File: src/design/q8r_pkg.sv
// Package: shared types and constants for the Q8 block to affine repacker.
`default_nettype none
package q8r_pkg;
    localparam int BYTE_W = 8;
    localparam int WORD_W = 32;
    localparam logic KIND_SCALE = 1'b0;
    localparam logic KIND_WORD  = 1'b1;
    localparam logic [7:0] EXP_BIAS_DIFF = 8'd112;  // 127 - 15
    localparam logic [7:0] EXP_ALL_ONES  = 8'hFF;
    localparam logic [4:0] HALF_EXP_MAX  = 5'h1F;
    localparam logic [7:0] BIAS_EXP_STEP = 8'd7;    // log2 of 128

    // output item tdata: scale_bits, bias_bits, packed_word (96 bits)
    typedef struct packed {
        logic [31:0] packed_word;
        logic [31:0] bias_bits;
        logic [31:0] scale_bits;
    } out_data_t;

    // half precision to single precision, exact
    function automatic logic [31:0] half_to_single(input logic [15:0] h);
        logic        sgn;
        logic [4:0]  ex;
        logic [9:0]  man;
        logic [3:0]  lz;
        logic [9:0]  mn;
        logic [7:0]  e32;
        logic [31:0] r;
        sgn = h[15];
        ex  = h[14:10];
        man = h[9:0];
        lz  = 4'd0;
        // priority encode the leading one of the mantissa
        for (int i = 0; i < 10; i++) begin
            if (man[i])
            begin
                lz = 4'(9 - i);
            end
        end
        mn  = 10'(man << (lz + 4'd1));
        e32 = 8'(EXP_BIAS_DIFF - 8'(lz));
        if (ex == 5'd0) begin
            if (man == 10'd0)
                r = {sgn, 31'd0};
            else
                r = {sgn, e32, mn, 13'd0};
        end else if (ex == HALF_EXP_MAX) begin
            r = {sgn, EXP_ALL_ONES, man, 13'd0};
        end else begin
            r = {sgn, 8'(8'(ex) + EXP_BIAS_DIFF), man, 13'd0};
        end
        return r;
    endfunction

    // minus 128 times a single: flip sign, raise exponent by 7 when the exponent field is neither zero nor all ones
    function automatic logic [31:0] bias_of(input logic [31:0] f);
        logic [31:0] r;
        r = {~f[31], f[30:0]};
        if (f[30:23] != 8'd0 && f[30:23] != EXP_ALL_ONES)
            r[30:23] = f[30:23] + BIAS_EXP_STEP;
        return r;
    endfunction
endpackage
`default_nettype wire

File: src/design/q8_block_to_affine_repacker.sv
// Top level: Q8 block byte stream to affine uint8 repacked words.
//
// Channel   Dir  tdata                                    tuser        tlast
// s_axis    in   byte_in[7:0]                             -            -
// m_axis    out  scale_bits, bias_bits, packed_word (96)  kind         end_of_block
//
// One byte enters per cycle unless stalled; each result is registered and
// appears in the cycle after the byte that completes it, from a single output
// register. The header decode and quant packing are one pass of logic per
// byte. Reset clears the byte position and the output valid. A stall on m_axis
// holds the input only while the output register is full and not being taken.
`default_nettype none
module q8_block_to_affine_repacker #(
    parameter int BLOCK_QUANTS = 32
) (
    input  wire logic        clk,
    input  wire logic        rst_n,
    input  wire logic        s_axis_tvalid,
    output logic             s_axis_tready,
    input  wire logic [7:0]  s_axis_tdata,   // byte_in[7:0]
    output logic             m_axis_tvalid,
    input  wire logic        m_axis_tready,
    output logic [95:0]      m_axis_tdata,   // scale_bits, bias_bits, packed_word
    output logic             m_axis_tuser,   // kind
    output logic             m_axis_tlast    // end_of_block
);
    import q8r_pkg::*;

    localparam int POS_W = $clog2(BLOCK_QUANTS + 2);

    logic [POS_W-1:0] pos_reg, pos_next;
    logic [7:0]       low_reg, low_next;
    logic [23:0]      acc_reg, acc_next;
    logic             ov_reg, ov_next;
    out_data_t        od_reg, od_next;
    logic             kind_reg, kind_next;
    logic             last_reg, last_next;

    logic             take;
    logic [POS_W-1:0] q;
    logic [1:0]       lane;
    logic             blk_last;
    logic [31:0]      word;
    logic [31:0]      scale;
    logic             emit;

    assign s_axis_tready = !ov_reg || m_axis_tready;
    assign take          = s_axis_tvalid && s_axis_tready;
    assign q             = pos_reg - POS_W'(2);
    assign lane          = q[1:0];
    assign blk_last      = (q + POS_W'(1)) >= POS_W'(BLOCK_QUANTS);
    assign word          = {8'd0, acc_reg} | (32'(s_axis_tdata ^ 8'h80) << {lane, 3'd0});
    assign scale         = half_to_single({s_axis_tdata, low_reg});

    // decode one byte and form the result
    always_comb
    begin
        pos_next  = pos_reg;
        low_next  = low_reg;
        acc_next  = acc_reg;
        od_next   = od_reg;
        kind_next = kind_reg;
        last_next = last_reg;
        emit      = 1'b0;
        if (take)
        begin
            if (pos_reg == POS_W'(0))
            begin
                low_next = s_axis_tdata;
                pos_next = POS_W'(1);
            end
            else if (pos_reg == POS_W'(1))
            begin
                emit      = 1'b1;
                kind_next = KIND_SCALE;
                last_next = 1'b0;
                od_next   = '{packed_word: 32'd0, bias_bits: bias_of(scale),
                              scale_bits: scale};
                acc_next  = 24'd0;
                pos_next  = POS_W'(2);
            end
            else
            begin
                pos_next = blk_last ? POS_W'(0) : pos_reg + POS_W'(1);
                if (lane == 2'd3 || blk_last)
                begin
                    emit      = 1'b1;
                    kind_next = KIND_WORD;
                    last_next = blk_last;
                    od_next   = '{packed_word: word, bias_bits: 32'd0, scale_bits: 32'd0};
                    acc_next  = 24'd0;
                end
                else
                begin
                    acc_next = word[23:0];
                end
            end
        end
        // advance output register
        if (emit)
            ov_next = 1'b1;
        else if (m_axis_tready)
            ov_next = 1'b0;
        else
            ov_next = ov_reg;
    end

    // hold control state
    always_ff @(posedge clk or negedge rst_n)
    begin
        if (!rst_n)
        begin
            pos_reg <= '0;
            low_reg <= '0;
            acc_reg <= '0;
            ov_reg  <= 1'b0;
        end
        else
        begin
            pos_reg <= pos_next;
            low_reg <= low_next;
            acc_reg <= acc_next;
            ov_reg  <= ov_next;
        end
    end

    // hold result payload
    always_ff @(posedge clk)
    begin
        od_reg   <= od_next;
        kind_reg <= kind_next;
        last_reg <= last_next;
    end

    assign m_axis_tvalid = ov_reg;
    assign m_axis_tdata  = od_reg;
    assign m_axis_tuser  = kind_reg;
    assign m_axis_tlast  = last_reg;
endmodule
`default_nettype wire
File: config.mk
export PLATFORM = sky130hd
export DESIGN_NAME = q8_block_to_affine_repacker
export DESIGN_NICKNAME = d
export VERILOG_FILES = /design/src/design/q8r_pkg.sv /design/src/design/q8_block_to_affine_repacker.sv
export SDC_FILE = /design/constraint.sdc
export NUM_CORES = 1
export LEC_CHECK = 0
export ABC_AREA = 1
export BUFFER_PORTS_ARGS = -buffer_cell sky130_fd_sc_hd__buf_2
export CAP_MARGIN = 20
export CORE_MARGIN = 4
export CORE_UTILIZATION = 30
export CTS_CLUSTER_DIAMETER = 150
export CTS_CLUSTER_SIZE = 12
export DETAILED_ROUTE_END_ITERATION = 16
export HOLD_SLACK_MARGIN = 0.05
export SLEW_MARGIN = 10
export SYNTH_ARGS = -nofsm -noshare
export SYNTH_HDL_FRONTEND = slang
export SYNTH_SLANG_ARGS = --single-unit
File: constraint.sdc
create_clock -name clk -period 6 [get_ports clk]
set_clock_uncertainty 0.2 [all_clocks]
set_input_delay 0 -clock clk [delete_from_list [all_inputs] [get_ports clk]]
set_output_delay 0 -clock clk [all_outputs]
set_load 0.005 [all_outputs]
## Word-level counts from Yosys, hierarchy flattened

Cells that the tools add are included.

| operators by class | value |
|---|---|
| add/sub/neg operators | 7 |
| $lt $le $gt $ge | 1 |
| equal/unequal tests | 4 |
| shift-type cells | 2 |
| multiplexer cells | 29 |
| bitwise gates (word level) | 4 |
| reduce and logical (&&, ||, !) cells | 14 |

Operators with widths:

| operator | number |
|---|---|
| 96-bit 2-to-1 mux | 1 |
| 31-bit 2-to-1 mux | 3 |
| 64-bit 2-to-1 mux | 1 |
| 24-bit 2-to-1 mux | 2 |
| 4-bit 2-to-1 mux | 10 |
| 24-bit by 32-bit bitwise OR with 32-bit output | 1 |
| 8-bit by 5-bit left shift with 32-bit output | 1 |
| 6-bit 2-to-1 mux | 3 |
| 6-bit by 1-bit adder with 6-bit output, second input constant | 2 |
| 10-bit zero test | 1 |
| 10-bit by 4-bit left shift with 10-bit output | 1 |
| 5-bit by 7-bit adder with 8-bit output, second input constant | 1 |
| 8-bit by 3-bit adder with 8-bit output, second input constant | 1 |
| 1-bit 2-to-1 mux | 8 |
| 8-bit 2-to-1 mux | 1 |
| 8-bit != test, second input constant | 1 |
| 8-bit nonzero test | 1 |
| 7-bit by 4-bit subtractor with 8-bit output, first input constant | 1 |
| 6-bit by 1-bit equality test with 1-bit output, second input constant | 1 |
| 6-bit >= comparator, second input constant | 1 |
| 6-bit zero test | 1 |
| 6-bit by 2-bit subtractor with 6-bit output, second input constant | 1 |
| 5-bit equality test, second input constant | 1 |
| 5-bit zero test | 1 |
| 9 further kinds | 15 |

| word-level totals | value |
|---|---|
| flip-flop bits (word level) | 137 |
| bits of input ports | 12 |
| output and inout bits | 100 |
| word-level logic and storage cells | 70 |

## Longest topological paths before layout

Gate-level depths: netlist (run 1).

| depth | value |
|---|---|
| depth after elaboration | 18 |
| gate-level depth with buffers | 22 |
| depth with buffers taken out | 22 |

## Worst setup path before layout (run 1)

OpenSTA, ideal clock, no wires.

| timing | value |
|---|---|
| kind | reg-to-reg |
| from | register pos_reg[1] |
| to | register od_reg (netlist bit m_axis_tdata[23]) (enable) |
| setup time | 0.415 ns |
| arrival | 3.126 ns |
| data required time | 5.385 ns |
| slack | 2.259 ns |
| stages on the path, launching flop included | 12 |
| path buffers | 3 |
| period minus slack after synthesis | 3.741 ns |
| cell sequence | dfrtp_1 -> clkbuf_1 -> inv_1 -> buf_2 -> clkbuf_1 -> ha_1 -> nand3_1 -> xor2_1 -> xnor2_1 -> nand2_1 -> nand2_1 -> inv_1 |

| between the ends | value |
|---|---|
| longest elaborated chain between the ends | 6 |
| elaborated cells between the ends (all ways) | 10 |
| classes of those cells | 2 x add/sub; 1 x order compare; 2 x eq/ne; 1 x bitwise; 4 x reduce/logical |

RTL lines:

| what | line | RTL |
|---|---|---|
| start, declared | q8_block_to_affine_repacker.sv:31 | `logic [POS_W-1:0] pos_reg, pos_next;` |
| start signal, assigned | q8_block_to_affine_repacker.sv:120 | `pos_reg <= pos_next;` |
| 6-bit by 2-bit subtractor with 6-bit output | q8_block_to_affine_repacker.sv:49 | `assign q = pos_reg - POS_W'(2);` |
| 6-bit by 1-bit adder with 6-bit output | q8_block_to_affine_repacker.sv:51 | `assign blk_last = (q + POS_W'(1)) >= POS_W'(BLOCK_QUANTS);` |
| 6-bit >= comparator | q8_block_to_affine_repacker.sv:51 |  |
| 1-bit logical OR | q8_block_to_affine_repacker.sv:85 | `if (lane == 2'd3 \|\| blk_last)` |
| 2-bit nonzero test (no line) | - |  |
| 3-bit AND reduction (no line) (*) | - |  |
| end signal, assigned | q8_block_to_affine_repacker.sv:130 | `od_reg <= od_next;` |
| end, declared | q8_block_to_affine_repacker.sv:35 | `out_data_t od_reg, od_next;` |

Mark *: on every way between the ends. The rest lies on a longest branch, timed or not.
A chain may end at the register's enable or synchronous reset.

## Worst setup path after layout (run 1)

| timing | value |
|---|---|
| from | register pos_reg[1] |
| to | register od_reg (netlist bit m_axis_tdata[61]) (data pin) |

| between the ends | value |
|---|---|
| longest elaborated chain between the ends | 2 |

RTL lines:

| what | line | RTL |
|---|---|---|
| 6-bit by 1-bit equality test with 1-bit output | q8_block_to_affine_repacker.sv:72 | `else if (pos_reg == POS_W'(1))` |
| 64-bit 2-to-1 mux | q8_block_to_affine_repacker.sv:72 |  |

No other way between the ends.

==> qor.yml, run 1 <==
power:
  power_frac_comb: 0.409
  pwr-share-clk: 0.198
  sequentialPowerShare: 0.393
  ir_drop_mv: 0.181
  powerDensity_nw_per_um2: 493
  p_int_w: 0.00186
  switchingPower_w: 0.00125
  p_leak_nw: 3.01
  netSwitchingFraction: 0.402
timing:
  finalSetupTns_ns: 0
  final_hold_viol_count: 0
  worstMarginPinSlew_ns: 0.904
  period_minus_slack_ns: 3.69
  setup_viol: 0
  fin_crit_sh: 0.615
  slew_headroom: 0.397
  rsz0062_at_grt: "no"
  maxSlewViolCount: 0
  fmax_mhz: 271
yosys:
  yosysTopAreaCellShare: 0.337
  yosys_most_used_dff: "edfxtp_1"
  synth_edf_count: 61
  ys_top_cells_by_area: "edfxtp_1 (34%), dfrtp_1 (18%), nand2_1 (8.1%)"
  synth_area_sq_um: 5440
  yosysTopAreaCell: "edfxtp_1"
  synth-seq-area-share: 0.516
  yosys_warnings: 0
  avgSynthCellArea_sq_um: 8.84
  yosys_register_bits: 100
  ys_types: 44
  synthArstFlopShare: 0.390
  synthCells: 616
floorplan:
  core_sq_um: 17500
  ioPinCount: 112
  rows: 48
  start_util: 0.310
  die-area_sq_um: 20400
  die_x_um: 143
  fp.dieH_um: 143
global_routing:
  antenna_found_initial: 0
  grt_pass1_wl_um: 20700
  grt_max_degree: 53
  first_global_vias: 3946
  grtUsageTotal: 0.128
  overflow: 0
finish:
  fin_nets: 714
  nFillCells: 1831
  largest_reg_flops: 59
  fin_area_sq_um: 6300
  diodes: 0
  drive_above_1_share: 0.205
  area_delta_synth_final_pct: 15.8
placed_design:
  dpl_cell_area_sq_um: 5880
  hpwl_um: 9140
  gp_congestion: 0.846
  portBuffers: 85
routing:
  drc_errors: 0
  drt_pass1_iterations: 5
  avgViaCountPerCell: 4.54
  drtIter0Drc: 297
  routedWlPerCell_um: 14.0
  wl_um: 12900
  vias: 4184
  ant_nets: 0
setup_path:
  crit_required_ns: 6.03
  startpoint_type: "flip-flop"
  arrival_ns: 3.72
  critPathCaptureType: "flip-flop"
  crit_fanout: 30
  path_class: "reg2reg"
clock_network:
  h-tree-depth: 3
  cts_resized: 0
  cts_inserted_buffers: 9
  root_buffer: "clkbuf_16"
  post_cts_buffers: 0
  cts.clk_slew.worst_paths_ns: 0.07
  cts.sinks: 100
  cts_buffer_depth: 2
  insertion_delay_ns: 0.35
  cts_tree: "yes"
hold_path:
  hp-class: "in2async"
outcome:
  status: "completed"
run:
  cap_violations: 0
-- cell type report --
| class | instances | area [sq um] | area share |
|---|---|---|---|
| Sequential cell | 100 | 2810 | 0.445 |
| Multi-Input combinational cell | 376 | 1940 | 0.308 |
| Timing Repair Buffer | 99 | 558 | 0.0885 |
| Inverter | 106 | 398 | 0.0631 |
| Tap cell | 225 | 282 | 0.0447 |
| Clock buffer | 11 | 264 | 0.0419 |
| Clock inverter | 5 | 55.1 | 0.00873 |
-- through the flow --
stage / hold WS, ns / setup WS (ns) / total power [W] / util / std cells
2_1_floorplan: -0.496 / 2.26 / 0.00213 / - / 641
3_3_place_gp: -0.0166 / 2.35 / 0.00252 / 0.335 / 895
3_5_place_dp: -0.0152 / 2.34 / 0.00251 / 0.335 / 895
4_1_cts: 0.161 / 2.31 / 0.00315 / 0.360 / 922
5_1_grt: 0.228 / 2.02 / 0.00337 / 0.360 / 922
6_report: 0.121 / 2.31 / 0.00311 / 0.360 / 922
-- timing repair --
item | CTS | global route
endpoints found under the hold margin | 85 | 0
setup endpoints to repair | 0 | 0
hold buffers | 11 | 0
-- path summary, 6_finish.rpt --
kind | start | end | slack, ns | cells past startpoint
max | pos_reg[1]$_DFFE_PN0P_ | m_axis_tdata[61]$_SDFFCE_PN0P_ | 2.31 | 9
min | rst_n | acc_reg[20]$_DFFE_PN0P_ | 0.12 | 2
max reg2reg | pos_reg[1]$_DFFE_PN0P_ | m_axis_tdata[61]$_SDFFCE_PN0P_ | 2.31 | 9
min reg2reg | acc_reg[21]$_DFFE_PN0P_ | acc_reg[21]$_DFFE_PN0P_ | 0.32 | 2
max in group asynchronous | rst_n | low_reg[0]$_DFFE_PN0P_ | 4.92 | 2
min in group clk | m_axis_tready | m_axis_tvalid$_DFFE_PN0P_ | 0.27 | 5
-- Yosys cell counts, types with 4 or more instances --
cell      number
o21ai_1       21
nand2_2        9
nor3_1        10
nand2_1      118
a21oi_1        8
o22ai_1        5
inv_2         11
edfxtp_1      61
clkbuf_1       8
buf_1          8
nand3_1       58
ha_1          10
o31ai_1        8
inv_1         94
a31oi_1        5
nor2_1        26
xor2_1         4
o21ai_0       35
buf_4         37
nand4_1        6
dfrtp_1       39
-- cell usage in the layout (no fill, tap or decap), types with 3 or more instances in the layout --
master and instances:
a21oi_1 8, a31oi_1 5, buf_2 85, buf_4 3, clkbuf_16 10, conb_1 26
dfrtp_1 39, dlygate4sd3_1 11, edfxtp_1 61, ha_1 10, inv_1 93, inv_2 12
nand2_1 118, nand2_2 9, nand2_4 3, nand3_1 58, nand3_2 3, nand4_1 6
nor2_1 26, nor2_2 3, nor3_1 10, o21ai_0 35, o21ai_1 21, o22ai_1 5
o31ai_1 8, xor2_1 4
-- critical path, cell delays in order (launching register included) --
cell and delay [ns]:
dfrtp_1 0.50, inv_1 0.59, ha_1 0.27, inv_1 0.07, nor3_2 0.62, inv_1 0.52, buf_4 0.38, nor3_1 0.26
nand2_1 0.08, inv_1 0.06
-- cells by family after synthesis --
kind of cell	count (synthesis)	synth area share
buf+inv	165	0.145
xor+xnor	7	0.0126
flops	100	0.516
other cells	1	0.000689
compound gates	89	0.0933
simple gates	244	0.210
fa+ha+maj	10	0.0230
-- power groups by stage --
stage                     registers (W)  logic, W  clock network (W)
after floorplan                 0.00123  0.000900                  0
after CTS                       0.00123   0.00129           0.000633
final                           0.00122   0.00127           0.000617
after global placement          0.00124   0.00128                  0
after detailed placement        0.00124   0.00128                  0
after global routing            0.00125   0.00145           0.000658
-- metal layers --
metal	part of all wire	GRT usage	routed length, um
met1	0.48	0.180	6180
met2	0.45	0.196	5740
met3	0.054	0.0204	691
met4	0.020	0.0540	260
met5	0	0	0
Power figures use the tool's default switching activity.
==> run 2, diff against run 1 <==
==> constraint.sdc (replaced) <==
create_clock -name clk -period 3.6 [get_ports clk]
set_clock_uncertainty 0.2 [all_clocks]
set_input_delay 0 -clock clk [delete_from_list [all_inputs] [get_ports clk]]
set_output_delay 0 -clock clk [all_outputs]
set_load 0.005 [all_outputs]
==> run 2 against run 1 <==
Against the previous run:
- maximum frequency up 21%
- sequential share of layout area shrank 0.32 points
- routed wire length rose by 1.6%
- sequential power increased by 64%
- combinational power is 78% higher
- largest cell class unchanged
- register-to-register slack worse by 1.8 ns
- die area stayed put
==> qor.yml, run 2 (synthesis gave the netlist of run 1 again) <==
setup_path:
  path_class: "reg2reg"
  max_stage_delay_ns: 0.45
  crit_required_ns: 3.50
  arrival_ns: 2.95
  critPathCaptureType: "flip-flop"
  path_cells: "inv_2 -> nand2_1 -> nand2_1 -> nand2_1 -> nand2_1 -> nand2_1 -> nand2_2 -> nand2_4 -> nand2_4 -> inv_2 -> ha_1 -> inv_1 -> o21ai_1 -> inv_1 -> ha_1 -> inv_1 -> nor2_1 -> nand2_1 -> nand2_1 -> inv_1 -> nand2_1 -> inv_1"
  path_common_cell: "nand2_1"
  startpoint_type: "flip-flop"
  cp_slowest_cell: "dfrtp_1"
  r2r_setup_slack_ns: 0.55
  crit_fanout: 13
finish:
  layout_commonest_cell: "nand2_1"
  largest_reg_flops: 59
  regArea_sq_um: 2810
  nFillCells: 1812
  final_util: 0.362
  fin_area_sq_um: 6350
  diodes: 0
  multi_input_area_sq_um: 1940
  final_cell_mix: "nand2_1 (118), inv_1 (93), buf_2 (85), edfxtp_1 (61), nand3_1 (58)"
  drive_above_1_share: 0.216
  fin_nets: 722
  area_delta_synth_final_pct: 16.7
outcome:
  status: "completed"
floorplan:
  die_x_um: 143
  ioPinCount: 112
  start_util: 0.310
  fp.dieH_um: 143
  die-area_sq_um: 20400
  rows: 48
  core_sq_um: 17500
clock_network:
  h-tree-depth: 3
  cts_tree: "yes"
  insertion_delay_ns: 0.34
  cts.sinks: 100
  cts_buffer_depth: 2
  root_buffer: "clkbuf_16"
  cts.clk_slew.worst_paths_ns: 0.07
  cts_inserted_buffers: 9
  post_cts_buffers: 0
routing:
  routedWlPerCell_um: 14.1
  ant_nets: 0
  drc_errors: 0
  avgViaCountPerCell: 4.54
  drt_pass1_iterations: 5
  drtIter0Drc: 290
  wl_um: 13100
  vias: 4225
global_routing:
  grtUsageTotal: 0.131
  antenna_found_initial: 0
  first_global_vias: 4089
  grt_pass1_wl_um: 21200
  grt_max_degree: 52
  overflow: 0
timing:
  worstMarginPinSlew_ns: 0.930
  fmax_mhz: 328
  slew_headroom: 0.380
  rsz0062_at_grt: "no"
  maxSlewViolCount: 0
  finalSetupTns_ns: 0
  final_hold_viol_count: 0
  period_minus_slack_ns: 3.05
  setup_viol: 0
  setup_ws_ns: 0.554
  fin_crit_sh: 0.846
placed_design:
  hpwl_um: 9260
  pre_cts_ws_ns: 0.570
  dpl_cell_area_sq_um: 5940
  portBuffers: 85
  gp_congestion: 0.864
power:
  powerDensity_nw_per_um2: 825
  ir_drop_mv: 0.300
  p_leak_nw: 3.04
hold_path:
  hp-class: "in2async"
run:
  cap_violations: 0
[run 2: changes by cell type in the layout (fill, tap and decap cells not counted), sizes merged]
| cell | change |
|---|---|
| clkinvlp | +1 |
| buf | +8 |
| clkbuf | -1 |
| clkinv | +1 |
| inv | -1 |
[run 2: worst paths after layout]
kind | cells past startpoint | endpoint | startpoint
worst min register to register | 2 | acc_reg[16]$_DFFE_PN0P_ | acc_reg[16]$_DFFE_PN0P_
worst max-delay path | 22 | m_axis_tdata[56]$_SDFFCE_PN0P_ | low_reg[1]$_DFFE_PN0P_
worst max register to register | 22 | m_axis_tdata[56]$_SDFFCE_PN0P_ | low_reg[1]$_DFFE_PN0P_
worst min-delay path | 2 | acc_reg[18]$_DFFE_PN0P_ | rst_n
min in group clk | 5 | m_axis_tvalid$_DFFE_PN0P_ | m_axis_tready
max in group asynchronous | 2 | low_reg[7]$_DFFE_PN0P_ | rst_n
[run 2: where the power goes]
| part | total, W | internal, W | switching [W] | leakage [nW] |
|---|---|---|---|---|
| logic | 0.00226 | 0.000753 | 0.00150 | 1.78 |
| clock network | 0.000986 | 0.000557 | 0.000429 | 0.149 |
| registers | 0.00200 | 0.00182 | 0.000176 | 1.11 |
[run 2: layer usage]
metal / global-route usage / share of wire
met3: 0.0261 / 0.075
met5: 0 / 0
met4: 0.0515 / 0.019
met1: 0.179 / 0.45
met2: 0.206 / 0.45
[run 2: stage by stage]
step / instances / power [W] / hold slack [ns]
2_1_floorplan: 641 / 0.00356 / -0.496
3_3_place_gp: 903 / 0.00428 / -0.00523
3_5_place_dp: 903 / 0.00429 / -0.00613
4_1_cts: 930 / 0.00531 / 0.160
5_1_grt: 930 / 0.00569 / 0.221
6_report: 930 / 0.00524 / 0.129
[run 2: timing repair]
action                                 CTS  global route
endpoints found under the hold margin   90             0
gates resized for setup                  0             0
hold buffers                            11             0
[run 2: area by class of cell]
class,count,share of cell area
Sequential cell,100,0.442
Multi-Input combinational cell,376,0.306
Timing Repair Buffer,107,0.0973
Inverter,106,0.0632
Tap cell,225,0.0443
Clock buffer,10,0.0376
Clock inverter,6,0.00985
[run 2: critical path: cells and delay by family, from the launching register on]
kind	cells	cell delay (ns)
simple gates	12	0.98
buf+inv	7	0.58
flops	1	0.45
fa+ha+maj	2	0.42
compound gates	1	0.16
